[config.mk]
export PLATFORM = sky130hd
export DESIGN_NAME = arp_cache_aging_table_core
export DESIGN_NICKNAME = d
export VERILOG_FILES = /design/src/rtl/core/acat_pkg.sv /design/src/rtl/core/acat_store.sv /design/src/rtl/core/arp_cache_aging_table_core.sv
export SDC_FILE = /design/constraint.sdc
export NUM_CORES = 2
export LEC_CHECK = 0
export BUFFER_PORTS_ARGS = -buffer_cell sky130_fd_sc_hd__buf_2
export CAP_MARGIN = 20
export CORE_AREA = 2 2 516 518
export CTS_BUF_LIST = sky130_fd_sc_hd__clkbuf_4
export CTS_CLUSTER_DIAMETER = 120
export DETAILED_ROUTE_END_ITERATION = 10
export DIE_AREA = 0 0 518 520
export PLACE_DENSITY = 0.51
export SLEW_MARGIN = 0
export SYNTH_ARGS = -nofsm -noshare
export SYNTH_HDL_FRONTEND = slang
export SYNTH_SLANG_ARGS = --single-unit
[constraint.sdc]
create_clock -name clk -period 7.7 [get_ports clk]
set_clock_uncertainty 0.1 [all_clocks]
set_input_delay 0.385 -clock clk [delete_from_list [all_inputs] [get_ports clk]]
set_output_delay 0.385 -clock clk [all_outputs]
set_load 0.005 [all_outputs]
[src/rtl/core/acat_pkg.sv]
// ----------------------------------------------------------------------------
// acat_pkg
// Shared types and constants for the ARP cache aging table core.
// ----------------------------------------------------------------------------
package acat_pkg;

  // Fixed field widths of the request, result and configuration beats.
  localparam int unsigned IP_W   = 32;
  localparam int unsigned MAC_W  = 48;
  localparam int unsigned AGE_W  = 8;
  localparam int unsigned SLOT_W = 4;

  // Default table depth.
  localparam int unsigned ENTRIES_DEF = 16;

  // Ages saturate at this value.
  localparam logic [AGE_W-1:0] AGE_MAX = 8'hFF;

  // Reset value of the age limit register.
  localparam logic [AGE_W-1:0] AGE_LIMIT_RST = 8'd60;

  // Request type codes.
  localparam logic REQ_UPDATE = 1'b0;
  localparam logic REQ_LOOKUP = 1'b1;

  // Sequencer states.
  typedef enum logic [2:0] {
    S_IDLE,
    S_AGE,
    S_WRITE,
    S_LOOK,
    S_OUT
  } acat_state_t;

  // Write strobes from the sequencer to the entry store.
  typedef struct packed {
    logic age_we;
    logic ent_we;
  } acat_wr_ctl_t;

endpackage

[src/rtl/core/acat_store.sv]
// ----------------------------------------------------------------------------
// acat_store
// Entry storage: IP, MAC and age memories with one shared write address and
// one registered read port.
// ----------------------------------------------------------------------------
module acat_store #(
  parameter int unsigned ENTRIES = acat_pkg::ENTRIES_DEF,
  localparam int unsigned IDX_W  = $clog2(ENTRIES)
) (
  input  logic                           clk,
  input  acat_pkg::acat_wr_ctl_t         wr_ctl,
  input  logic [IDX_W-1:0]               waddr,
  input  logic [acat_pkg::AGE_W-1:0]     age_wdata,
  input  logic [acat_pkg::IP_W-1:0]      ip_wdata,
  input  logic [acat_pkg::MAC_W-1:0]     mac_wdata,
  input  logic [IDX_W-1:0]               raddr,
  output logic [acat_pkg::AGE_W-1:0]     age_rdata,
  output logic [acat_pkg::IP_W-1:0]      ip_rdata,
  output logic [acat_pkg::MAC_W-1:0]     mac_rdata
);

  logic [acat_pkg::AGE_W-1:0] age_mem [ENTRIES];
  logic [acat_pkg::IP_W-1:0]  ip_mem  [ENTRIES];
  logic [acat_pkg::MAC_W-1:0] mac_mem [ENTRIES];

  logic [acat_pkg::AGE_W-1:0] age_rdata_r;
  logic [acat_pkg::IP_W-1:0]  ip_rdata_r;
  logic [acat_pkg::MAC_W-1:0] mac_rdata_r;

  // A read of the address written in the same cycle returns the old data.
  // During the scan the two addresses always differ; elsewhere the sequencer
  // ignores the read data.
  always_ff @(posedge clk) begin
    if (wr_ctl.age_we) begin
      age_mem[waddr] <= age_wdata;
    end
    if (wr_ctl.ent_we) begin
      ip_mem[waddr]  <= ip_wdata;
      mac_mem[waddr] <= mac_wdata;
    end
    age_rdata_r <= age_mem[raddr];
    ip_rdata_r  <= ip_mem[raddr];
    mac_rdata_r <= mac_mem[raddr];
  end

  assign age_rdata = age_rdata_r;
  assign ip_rdata  = ip_rdata_r;
  assign mac_rdata = mac_rdata_r;

endmodule

[src/rtl/core/arp_cache_aging_table_core.sv]
// ----------------------------------------------------------------------------
// arp_cache_aging_table_core
// IP-to-MAC address cache with per-update aging and replacement of an invalid or else the oldest entry.
// ----------------------------------------------------------------------------
//
//  Channel   Direction  Handshake              Contents
//  -------   ---------  ---------------------  ------------------------------
//  in_*      sink       in_valid / in_stall    req_type, ip_addr, mac_addr
//  out_*     source     out_valid / out_stall  hit, mac_out, slot
//  cfg_*     sink       cfg_valid / cfg_ready  age_limit (write only)
//
// An update beat scans the entry memories, one entry per cycle behind a
// registered read, and then writes the chosen slot before its result is
// presented; a lookup beat scans the same way and then presents its result.
// After the result beat is taken the core idles before it accepts again.
// The block takes one beat at a time: in_stall is high from acceptance until
// the result beat has been taken. Reset is synchronous and active low; it
// marks every entry invalid and loads the age limit with 60. The memories
// themselves are not cleared, since an invalid entry is never read out.
// While out_stall is high the result beat holds and no new request enters.
// cfg_ready is always high; the age limit is meant to change only while the
// block is idle.
// ----------------------------------------------------------------------------
module arp_cache_aging_table_core #(
  parameter int unsigned ENTRIES = acat_pkg::ENTRIES_DEF
) (
  input  logic                        clk,
  input  logic                        rst_n,
  // Request channel.
  input  logic                        in_valid,
  output logic                        in_stall,
  input  logic                        in_req_type,
  input  logic [acat_pkg::IP_W-1:0]   in_ip_addr,
  input  logic [acat_pkg::MAC_W-1:0]  in_mac_addr,
  // Result channel.
  output logic                        out_valid,
  input  logic                        out_stall,
  output logic                        out_hit,
  output logic [acat_pkg::MAC_W-1:0]  out_mac_out,
  output logic [acat_pkg::SLOT_W-1:0] out_slot,
  // Configuration channel.
  input  logic                        cfg_valid,
  output logic                        cfg_ready,
  input  logic [acat_pkg::AGE_W-1:0]  cfg_data
);

  localparam int unsigned IDX_W      = $clog2(ENTRIES);
  localparam int unsigned CNT_W      = $clog2(ENTRIES + 1);
  localparam int unsigned SLOT_EXT_W = (IDX_W > acat_pkg::SLOT_W) ? IDX_W : acat_pkg::SLOT_W;
  localparam logic [CNT_W-1:0] CNT_LAST = CNT_W'(ENTRIES);

  // Sequencer.
  acat_pkg::acat_state_t state_r, state_nxt;
  logic [CNT_W-1:0]      cnt_r, cnt_nxt;
  logic                  scan_last;
  logic                  in_accept;

  // Control state.
  logic [ENTRIES-1:0]          valid_r;
  logic [acat_pkg::AGE_W-1:0]  age_limit_r;
  logic                        found_r, found_nxt;
  logic                        hit_r, hit_nxt;

  // Request and scan payload.
  logic [acat_pkg::IP_W-1:0]   ip_r;
  logic [acat_pkg::MAC_W-1:0]  mac_r;
  logic [IDX_W-1:0]            first_r, first_nxt;
  logic [acat_pkg::AGE_W-1:0]  best_age_r, best_age_nxt;
  logic [IDX_W-1:0]            best_idx_r, best_idx_nxt;
  logic [acat_pkg::MAC_W-1:0]  hit_mac_r, hit_mac_nxt;
  logic [IDX_W-1:0]            hit_idx_r, hit_idx_nxt;

  // Result registers.
  logic                        out_hit_r;
  logic [acat_pkg::MAC_W-1:0]  out_mac_r;
  logic [acat_pkg::SLOT_W-1:0] out_slot_r;

  // Store interface.
  acat_pkg::acat_wr_ctl_t      wr_ctl;
  logic [IDX_W-1:0]            waddr;
  logic [IDX_W-1:0]            raddr;
  logic [acat_pkg::AGE_W-1:0]  age_wdata;
  logic [acat_pkg::AGE_W-1:0]  age_rdata;
  logic [acat_pkg::IP_W-1:0]   ip_rdata;
  logic [acat_pkg::MAC_W-1:0]  mac_rdata;

  // Shared per-entry unit.
  logic                        proc_en;
  logic [IDX_W-1:0]            proc_idx;
  logic [acat_pkg::AGE_W-1:0]  age_inc;
  logic                        eff_valid;
  logic                        ip_match;
  logic [IDX_W-1:0]            pick;
  logic [IDX_W-1:0]            slot_src;
  logic [SLOT_EXT_W-1:0]       slot_ext;

  assign in_accept = in_valid && !in_stall;
  assign scan_last = (cnt_r == CNT_LAST);

  // The counter runs one step ahead of the entry being processed, because
  // the memory read data arrives in the cycle after the address is issued.
  assign proc_en  = (cnt_r != '0);
  assign proc_idx = IDX_W'(cnt_r - 1'b1);
  assign raddr    = scan_last ? '0 : cnt_r[IDX_W-1:0];

  // Age the entry under the scan: saturating increment, then test the limit.
  assign age_inc   = (age_rdata == acat_pkg::AGE_MAX) ? age_rdata
                                                      : age_rdata + 1'b1;
  assign eff_valid = valid_r[proc_idx] && !(age_inc > age_limit_r);
  assign ip_match  = valid_r[proc_idx] && (ip_rdata == ip_r);

  // Scan bookkeeping. During aging we remember the first slot that is
  // invalid after aging and the oldest slot, lowest index first on ties.
  always_comb begin
    found_nxt    = found_r;
    first_nxt    = first_r;
    best_age_nxt = best_age_r;
    best_idx_nxt = best_idx_r;
    hit_nxt      = hit_r;
    hit_mac_nxt  = hit_mac_r;
    hit_idx_nxt  = hit_idx_r;
    if (proc_en && state_r == acat_pkg::S_AGE) begin
      if (!eff_valid && !found_r) begin
        found_nxt = 1'b1;
        first_nxt = proc_idx;
      end
      if (proc_idx == '0 || age_inc > best_age_r) begin
        best_age_nxt = age_inc;
        best_idx_nxt = proc_idx;
      end
    end
    if (proc_en && state_r == acat_pkg::S_LOOK) begin
      if (ip_match && !hit_r) begin
        hit_nxt     = 1'b1;
        hit_mac_nxt = mac_rdata;
        hit_idx_nxt = proc_idx;
      end
    end
  end

  // An invalid slot is preferred; otherwise the oldest one is replaced.
  assign pick = found_r ? first_r : best_idx_r;

  // The slot field carries the low bits of the index.
  assign slot_src = (state_r == acat_pkg::S_WRITE) ? pick : hit_idx_nxt;
  assign slot_ext = SLOT_EXT_W'(slot_src);

  // Next-state logic.
  always_comb begin
    state_nxt = state_r;
    case (state_r)
      acat_pkg::S_IDLE: begin
        if (in_valid) begin
          state_nxt = (in_req_type == acat_pkg::REQ_LOOKUP) ? acat_pkg::S_LOOK
                                                            : acat_pkg::S_AGE;
        end
      end
      acat_pkg::S_AGE: begin
        if (scan_last) begin
          state_nxt = acat_pkg::S_WRITE;
        end
      end
      acat_pkg::S_WRITE: begin
        state_nxt = acat_pkg::S_OUT;
      end
      acat_pkg::S_LOOK: begin
        if (scan_last) begin
          state_nxt = acat_pkg::S_OUT;
        end
      end
      acat_pkg::S_OUT: begin
        if (!out_stall) begin
          state_nxt = acat_pkg::S_IDLE;
        end
      end
      default: begin
        state_nxt = acat_pkg::S_IDLE;
      end
    endcase
  end

  // Output and strobe logic.
  always_comb begin
    in_stall      = 1'b1;
    out_valid     = 1'b0;
    wr_ctl.age_we = 1'b0;
    wr_ctl.ent_we = 1'b0;
    waddr         = proc_idx;
    age_wdata     = age_inc;
    cnt_nxt       = '0;
    case (state_r)
      acat_pkg::S_IDLE: begin
        in_stall = 1'b0;
      end
      acat_pkg::S_AGE: begin
        wr_ctl.age_we = proc_en;
        cnt_nxt       = scan_last ? '0 : cnt_r + 1'b1;
      end
      acat_pkg::S_WRITE: begin
        wr_ctl.age_we = 1'b1;
        wr_ctl.ent_we = 1'b1;
        waddr         = pick;
        age_wdata     = '0;
      end
      acat_pkg::S_LOOK: begin
        cnt_nxt = scan_last ? '0 : cnt_r + 1'b1;
      end
      acat_pkg::S_OUT: begin
        out_valid = 1'b1;
      end
      default: begin
        in_stall = 1'b1;
      end
    endcase
  end

  assign cfg_ready = 1'b1;

  // Control registers.
  always_ff @(posedge clk) begin
    if (!rst_n) begin
      state_r     <= acat_pkg::S_IDLE;
      cnt_r       <= '0;
      valid_r     <= '0;
      age_limit_r <= acat_pkg::AGE_LIMIT_RST;
      found_r     <= 1'b0;
      hit_r       <= 1'b0;
    end else begin
      state_r <= state_nxt;
      cnt_r   <= cnt_nxt;
      if (cfg_valid && cfg_ready) begin
        age_limit_r <= cfg_data;
      end
      if (in_accept) begin
        found_r <= 1'b0;
        hit_r   <= 1'b0;
      end else begin
        found_r <= found_nxt;
        hit_r   <= hit_nxt;
      end
      if (state_r == acat_pkg::S_AGE && proc_en) begin
        valid_r[proc_idx] <= eff_valid;
      end else if (state_r == acat_pkg::S_WRITE) begin
        valid_r[pick] <= 1'b1;
      end
    end
  end

  // Payload registers.
  always_ff @(posedge clk) begin
    if (in_accept) begin
      ip_r       <= in_ip_addr;
      mac_r      <= in_mac_addr;
      first_r    <= '0;
      best_age_r <= '0;
      best_idx_r <= '0;
      hit_mac_r  <= '0;
      hit_idx_r  <= '0;
    end else begin
      first_r    <= first_nxt;
      best_age_r <= best_age_nxt;
      best_idx_r <= best_idx_nxt;
      hit_mac_r  <= hit_mac_nxt;
      hit_idx_r  <= hit_idx_nxt;
    end
    // An update reports the written slot; a lookup reports the first match,
    // or zeros on a miss.
    if (state_r == acat_pkg::S_WRITE) begin
      out_hit_r  <= 1'b0;
      out_mac_r  <= '0;
      out_slot_r <= slot_ext[acat_pkg::SLOT_W-1:0];
    end else if (state_r == acat_pkg::S_LOOK && scan_last) begin
      out_hit_r  <= hit_nxt;
      out_mac_r  <= hit_mac_nxt;
      out_slot_r <= slot_ext[acat_pkg::SLOT_W-1:0];
    end
  end

  assign out_hit     = out_hit_r;
  assign out_mac_out = out_mac_r;
  assign out_slot    = out_slot_r;

  acat_store #(
    .ENTRIES (ENTRIES)
  ) u_store (
    .clk       (clk),
    .wr_ctl    (wr_ctl),
    .waddr     (waddr),
    .age_wdata (age_wdata),
    .ip_wdata  (ip_r),
    .mac_wdata (mac_r),
    .raddr     (raddr),
    .age_rdata (age_rdata),
    .ip_rdata  (ip_rdata),
    .mac_rdata (mac_rdata)
  );

endmodule
---- Word-level counts from Yosys, hierarchy flattened ----
Memory sizes are Yosys's and may differ from the RTL's. A register that Yosys moved wholly into a read port is not among the register bits.
Cells that the tools add are included.
W data, S select, Z words.
word-level totals
  bits in registers ....................... 235
  memory bits (writable) .................. 1408
  output and inout bits ................... 56
  word-level logic and storage cells ...... 105
  memories kept ........................... 3
operators by class
  add/subtract/negate cells ............... 3
  $lt $le $gt $ge ......................... 6
  equality and inequality tests ........... 11
  multiplexer cells ....................... 37
  bitwise logic cells ..................... 3
  reduce and logical (&&, ||, !) cells .... 26
memory list
  name             depth  width  read ports  clocked after Yosys merged registers in  wr ports  line              text
  u_store.mac_mem  16     48     1           1                                        1         acat_store.sv:24  logic [acat_pkg::MAC_W-1:0] mac_mem [ENTRIES];
  u_store.ip_mem   16     32     1           1                                        1         acat_store.sv:23  logic [acat_pkg::IP_W-1:0] ip_mem [ENTRIES];
  u_store.age_mem  16     8      1           1                                        1         acat_store.sv:22  logic [acat_pkg::AGE_W-1:0] age_mem [ENTRIES];
operators with widths
  operator               number
  $mux W48               2
  $eq A32 B32 Y1         1
  $mux W16               2
  $mux W4                8
  $bwmux W16             1
  $gt A8 B8 Y1           2
  $mux W8                2
  $or A16 B16 Y16        1
  $pmux W3 S5            1
  $mux W1                12
  $mux W3                4
  $logic_and A1 B1 Y1    10
  $lt A4 B5 Y1 const B   2
  $add A8 B1 Y8 const B  1
  $demux W1 S4           2
  $eq A8 B8 Y1 const B   1
  $ge A4 B1 Y1 const B   2
  $ne A2 B2 Y1 const B   4
  $eq A3 B2 Y1 const B   2
  $add A5 B1 Y5 const B  1
  $eq A5 B5 Y1 const B   1
  $reduce_bool A5 Y1     1
  $bmux W1 S4            1
  $logic_not A1 Y1       4
  other kinds (14)       18

---- Logic depth before layout (Yosys ltp) ----
  word-level depth ........................ 10
  gate-level depth with buffers ........... 16

---- Cells and area by module ----
Synthesis repeated with hierarchy kept, for this count alone.
second synthesis, totals
  cell total of the unflattened synthesis .. 3387
  area total of the unflattened synthesis .. 65167.5 um2
modules (own cells, without submodules)
  module                      times used  cells an instance  area an instance (um2)  sequential area each (um2)
  acat_store                  1           2281               54474.7                 44042.2
  arp_cache_aging_table_core  1           1106               10692.8                 5545.3

---- Least setup slack after synthesis ----
OpenSTA, ideal clock, no wires.
  kind .................................... flip-flop to flip-flop
  start point ............................. register cnt_r[0]
  end point ............................... register valid_r[1]
  library setup time ...................... 0.059 ns
  arrival time ............................ 5.686 ns
  required time ........................... 7.541 ns
  setup slack ............................. 1.856 ns
  cell stages (with the launch flop) ...... 9
  buffers on the path ..................... 1
  clock period less this slack ............ 5.844 ns
  cells stage by stage .................... dfxtp_1 > buf_6 > inv_1 > ha_1 > o31ai_1 > a22oi_1 > nor2_1 > or3b_2 > o211a_1
between the ends
  longest elaborated chain between the ends .. 7
  elaborated cells between the ends (all ways) .. 14
  classes of those cells .................. 1 x add/sub; 2 x order compare; 6 x mux; 5 x reduce/logical
ends and longest elaborated chain
  what                                                                       line                               text
  start, declared                                                            arp_cache_aging_table_core.sv:54   logic [CNT_W-1:0] cnt_r, cnt_nxt;
  start signal, assigned                                                     arp_cache_aging_table_core.sv:230  cnt_r <= cnt_nxt;
  $sub A4 B1 Y4 *                                                            arp_cache_aging_table_core.sv:103  assign proc_idx = IDX_W'(cnt_r - 1'b1);
  named net proc_idx[0]                                                      arp_cache_aging_table_core.sv:89   logic [IDX_W-1:0] proc_idx;
  $lt A4 B5 Y1 (implied by the code) / $ge A4 B1 Y1 (equally long branches)  arp_cache_aging_table_core.sv:242  valid_r[proc_idx] <= eff_valid;
  $logic_and A1 B1 Y1 (implied by the code)                                  arp_cache_aging_table_core.sv:242
  $mux W1 (implied by the code)                                              arp_cache_aging_table_core.sv:242
  $demux W1 S4                                                               arp_cache_aging_table_core.sv:242
  $bwmux W16 *                                                               arp_cache_aging_table_core.sv:242
  $mux W16 *                                                                 arp_cache_aging_table_core.sv:241  if (state_r == acat_pkg::S_AGE && proc_en) begin
  end signal, assigned by index                                              arp_cache_aging_table_core.sv:242
  end, declared                                                              arp_cache_aging_table_core.sv:59   logic [ENTRIES-1:0] valid_r;
Mark *: on every way through the listed nets, which the timed path passes. The rest lies on a longest branch. The select of a mux whose other input is x is not followed.
A chain may end at the register's enable or synchronous reset.

---- Worst setup path after layout ----
  start point ............................. register cnt_r[0]
  end point ............................... register out_slot_r, in the netlist out_slot[0], data pin
between the ends
  longest elaborated chain between the ends .. 10
  elaborated cells between the ends (all ways) .. 12
  classes of those cells .................. 1 x add/sub; 7 x mux; 4 x reduce/logical
ends and longest elaborated chain
  what                           line                               text
  $sub A4 B1 Y4 *                arp_cache_aging_table_core.sv:103
  named net proc_idx[0]          arp_cache_aging_table_core.sv:89
  $bmux W1 S4                    arp_cache_aging_table_core.sv:110  assign ip_match = valid_r[proc_idx] && (ip_rdata == ip_r);
  $mux W1 (implied by the code)  arp_cache_aging_table_core.sv:110
  $logic_and A1 B1 Y1            arp_cache_aging_table_core.sv:110
  $logic_and A1 B1 Y1            arp_cache_aging_table_core.sv:133  if (ip_match && !hit_r) begin
  $mux W4 *                      arp_cache_aging_table_core.sv:133
  $mux W4 *                      arp_cache_aging_table_core.sv:132  if (proc_en && state_r == acat_pkg::S_LOOK) begin
  $mux W4 *                      arp_cache_aging_table_core.sv:145  assign slot_src = (state_r == acat_pkg::S_WRITE) ? pick : hit_idx_nxt;
  named net slot_ext[0]          arp_cache_aging_table_core.sv:95   logic [SLOT_EXT_W-1:0] slot_ext;
  $mux W4                        arp_cache_aging_table_core.sv:272  end else if (state_r == acat_pkg::S_LOOK && scan_last) begin
  $mux W4 *                      arp_cache_aging_table_core.sv:268  if (state_r == acat_pkg::S_WRITE) begin
  end signal, assigned           arp_cache_aging_table_core.sv:271  out_slot_r <= slot_ext[acat_pkg::SLOT_W-1:0];
  end signal, assigned           arp_cache_aging_table_core.sv:275  out_slot_r <= slot_ext[acat_pkg::SLOT_W-1:0];
  end, declared                  arp_cache_aging_table_core.sv:76   logic [acat_pkg::SLOT_W-1:0] out_slot_r;
Marks and branches as above.

==> metrics.md <==
| Metric | Value |
|---|---|
| Rows | 189 |
| Final setup fails | 0 |
| Yosys top cell area share | 68.4% |
| Crit path kind | flip-flop to flip-flop |
| Mapped cell area | 65,500 µm² |
| Crit end category | flip-flop |
| Top-count cell post-synth | edfxtp_1 |
| Initial antenna violation count | 17 |
| Drt first pass iters | 6 |
| Tmin final | 5180 ps |
| Worst path required time | 8620 ps |
| Synthesized Nets | 4,283 |
| P_leak | 26.2 nW |
| Core area | 264,000 µm² |
| Vias | 38,701 |
| First-pass GRT wire length | 267,000 µm |
| Post-CTS setup buffer count | 0 |
| CTS Sinks | 1,731 |
| P per Cell Area | 246 nW/µm² |
| DP HPWL | 97,100 µm |
| Initial Utilization | 24.8% |
| Slew HR | 24.6% |
| Share of cells above drive strength 1 | 22.7% |
| Peak supply drop | 0.160 mV |
| Vias per cell | 4.45 |
| Fillers | 26,658 |
| Max Freq | 193 MHz |
| Ys flop type | edfxtp_1 |
| Min Hold Slack | 164 ps |
| Die area | 269,000 µm² |
| CTS tree | done |
| Slew @ Worst Pin | 1130 ps |
| Area leader, netlist | edfxtp_1 |
| Ys Warns | 0 |
| Port bufs | 148 |
| Total chip power | 19.3 mW |
| Total of max-cap violations | 0 |
| Seq/Total Area, Yosys | 75.7% |
| Synth async-reset ratio | 0% |
| GRT Util Overall | 13.2% |
| Status | finished clean |
| Post-route cell area | 78,600 µm² |
| Final critical-path share of the clock period | 67.3% |
| WL per Instance | 20.9 µm |
| Mapped Cells | 4,166 |
| RD Place Congestion | 0.774 |
| TNS Setup | 0 ps |
| Htree depth | 5 |
| Final core occ | 29.8% |
| Cells on worst reg2reg path | 10 |
| Worst Hold Path Cells | 3 |
| Placed Instance Area | 70,700 µm² |
| RSZ-0062 raised after global routing | no |
| Arrival @ worst endpoint | 6100 ps |
| # DRC | 0 |
| Worst Setup Start Kind | flip-flop |
| Most frequent cells after synthesis | edfxtp_1, nand2_1, dfxtp_1, o21ai_0, mux2i_1 |
| Hold Fails Final Rpt | 0 |
| Hold/Removal Path Class | input pin to flip-flop |
| CP Max Fanout | 47 |
| Die height | 520 µm |
| 1st-iter DRT viols | 2,693 |
| Final wirelength | 182,000 µm |
| DIE WIDTH | 518 µm |
| Congestion Overflow GR | 0 |
| Distinct cells, synth | 60 |
| Largest net degree at the start of global routing | 99 |
| Post-DRT Antenna Nets | 0 |
| Flops & latches, synth | 1,731 |
| Deepest clock path buffer count | 4 |
| Top-level port count | 150 |
| Clock transition at path regs | 70 ps |
| Area Growth Syn to Fin | 20.0% |
| EDFF count, synth | 1,492 |
| Avg Inst Size Synth | 15.7 µm² |
| CTS buffer count | 447 |
| Slew Viols, Final | 0 |
| Clk_lat worst skew | 1420 ps |
| CTS Root Buffer Type | clkbuf_4 |
| NumNets Final | 4,925 |
| Vias in the first global route | 39,900 |
| Area contributors post-synth | edfxtp_1, dfxtp_1, mux2i_1, nand2_1, mux4_2 |
-- flip-flops by register name (all words and copies together) (netlist names), 16 cells and up --
signal and flops:
valid_r 16, hit_mac_r 48, u_store.mac_rdata 48, mac_r 48
u_store.ip_rdata 32, u_store.age_mem 128, u_store.mac_mem 768, out_mac_out 48
ip_r 32, u_store.ip_mem 512
-- area by class of cell --
type | instances | area (µm²) | share of cell area (%)
Inverter | 34 | 135 | 0.172
Clock buffer | 694 | 5210 | 6.63
Tap cell | 3533 | 4420 | 5.62
Antenna cell | 13 | 32.5 | 0.0414
Clock inverter | 102 | 455 | 0.579
Sequential cell | 1731 | 49600 | 63.1
Multi-Input combinational cell | 2146 | 15000 | 19.0
Timing Repair Buffer | 448 | 3820 | 4.86
-- power by group --
group | switching, mW | internal (mW) | total, mW
Combinational | 0.578 | 0.349 | 0.926
Clock | 3.67 | 4.13 | 7.80
Sequential | 0.209 | 10.4 | 10.6
Total | 4.45 | 14.9 | 19.3
-- stage by stage --
stage / std cells / worst slack, ps
3_3_place_gp: 7667 / 2620
3_5_place_dp: 7672 / 2520
4_1_cts: 8682 / 2440
2_1_floorplan: 4166 / 1860
6_report: 8701 / 2520
5_1_grt: 8699 / 2240
-- final timing paths --
path	end	slack, ps	startpoint
worst min register to register	hit_mac_r[18]$_SDFF_PP0_	330	u_store.mac_rdata[18]$_DFF_P_
worst max-delay path	out_slot[0]$_DFFE_PP_	2520	cnt_r[0]$_SDFF_PP0_
worst min-delay path	mac_r[21]$_DFFE_PP_	160	in_mac_addr[21]
worst max register to register	out_slot[0]$_DFFE_PP_	2520	cnt_r[0]$_SDFF_PP0_
-- placed cells by master (no fill, tap or decap), types with 6 or more instances in the layout --
master         count
o31ai_1            6
o22ai_1           89
xnor2_1           40
nor2_1           101
dlygate4sd3_1    214
a31oi_1           88
clkinv_1          85
mux2i_1          237
nand4_1            9
diode_2           13
dfxtp_1          236
a21oi_1           10
mux2_2            92
a211oi_1          96
nor2b_1           96
clkbuf_4         694
buf_4             61
o21ai_1           10
ha_1              23
inv_1             32
or3_1             10
nand3_1          123
o21ai_0          238
a311oi_1          88
clkinv_2          10
o311a_1           10
buf_2            148
nor2_4            20
buf_12            21
edfxtp_1        1492
nand2_1          596
mux4_2            91
-- layer usage --
metal,GRT usage (%),vias to the layer above,wire length (µm)
met5,0,-,47
met4,4.67,8,4910
met3,2.67,302,9190
met2,21.9,1158,87700
met1,17.2,19633,80200
li1,-,17600,-
-- timing repair --
action / in CTS / in global routing
endpoints found under the hold margin: 174 / 0
hold buffers: 214 / 0
resized for setup: 0 / 0
-- cell families after synthesis --
logic type	share of synthesized area (%)
AOI/OAI and AO/OA	6.62
xor gates and xnor gates	0.561
adders and majority gates	0.439
buffers and inverters	1.81
DFF	75.7
muxes	8.41
other	0.00572
and+or+nand+nor	6.50
-- worst max-delay path: stages, from the launching register on --
cell and delay, ps:
dfxtp_4 870, inv_1 370, ha_1 390, nand2b_1 150, nor2b_1 400, mux4_2 410
nand4_2 280, nor2_4 730, buf_4 690, mux2i_1 310, a21oi_1 100
(Power assumes the default switching activity.)
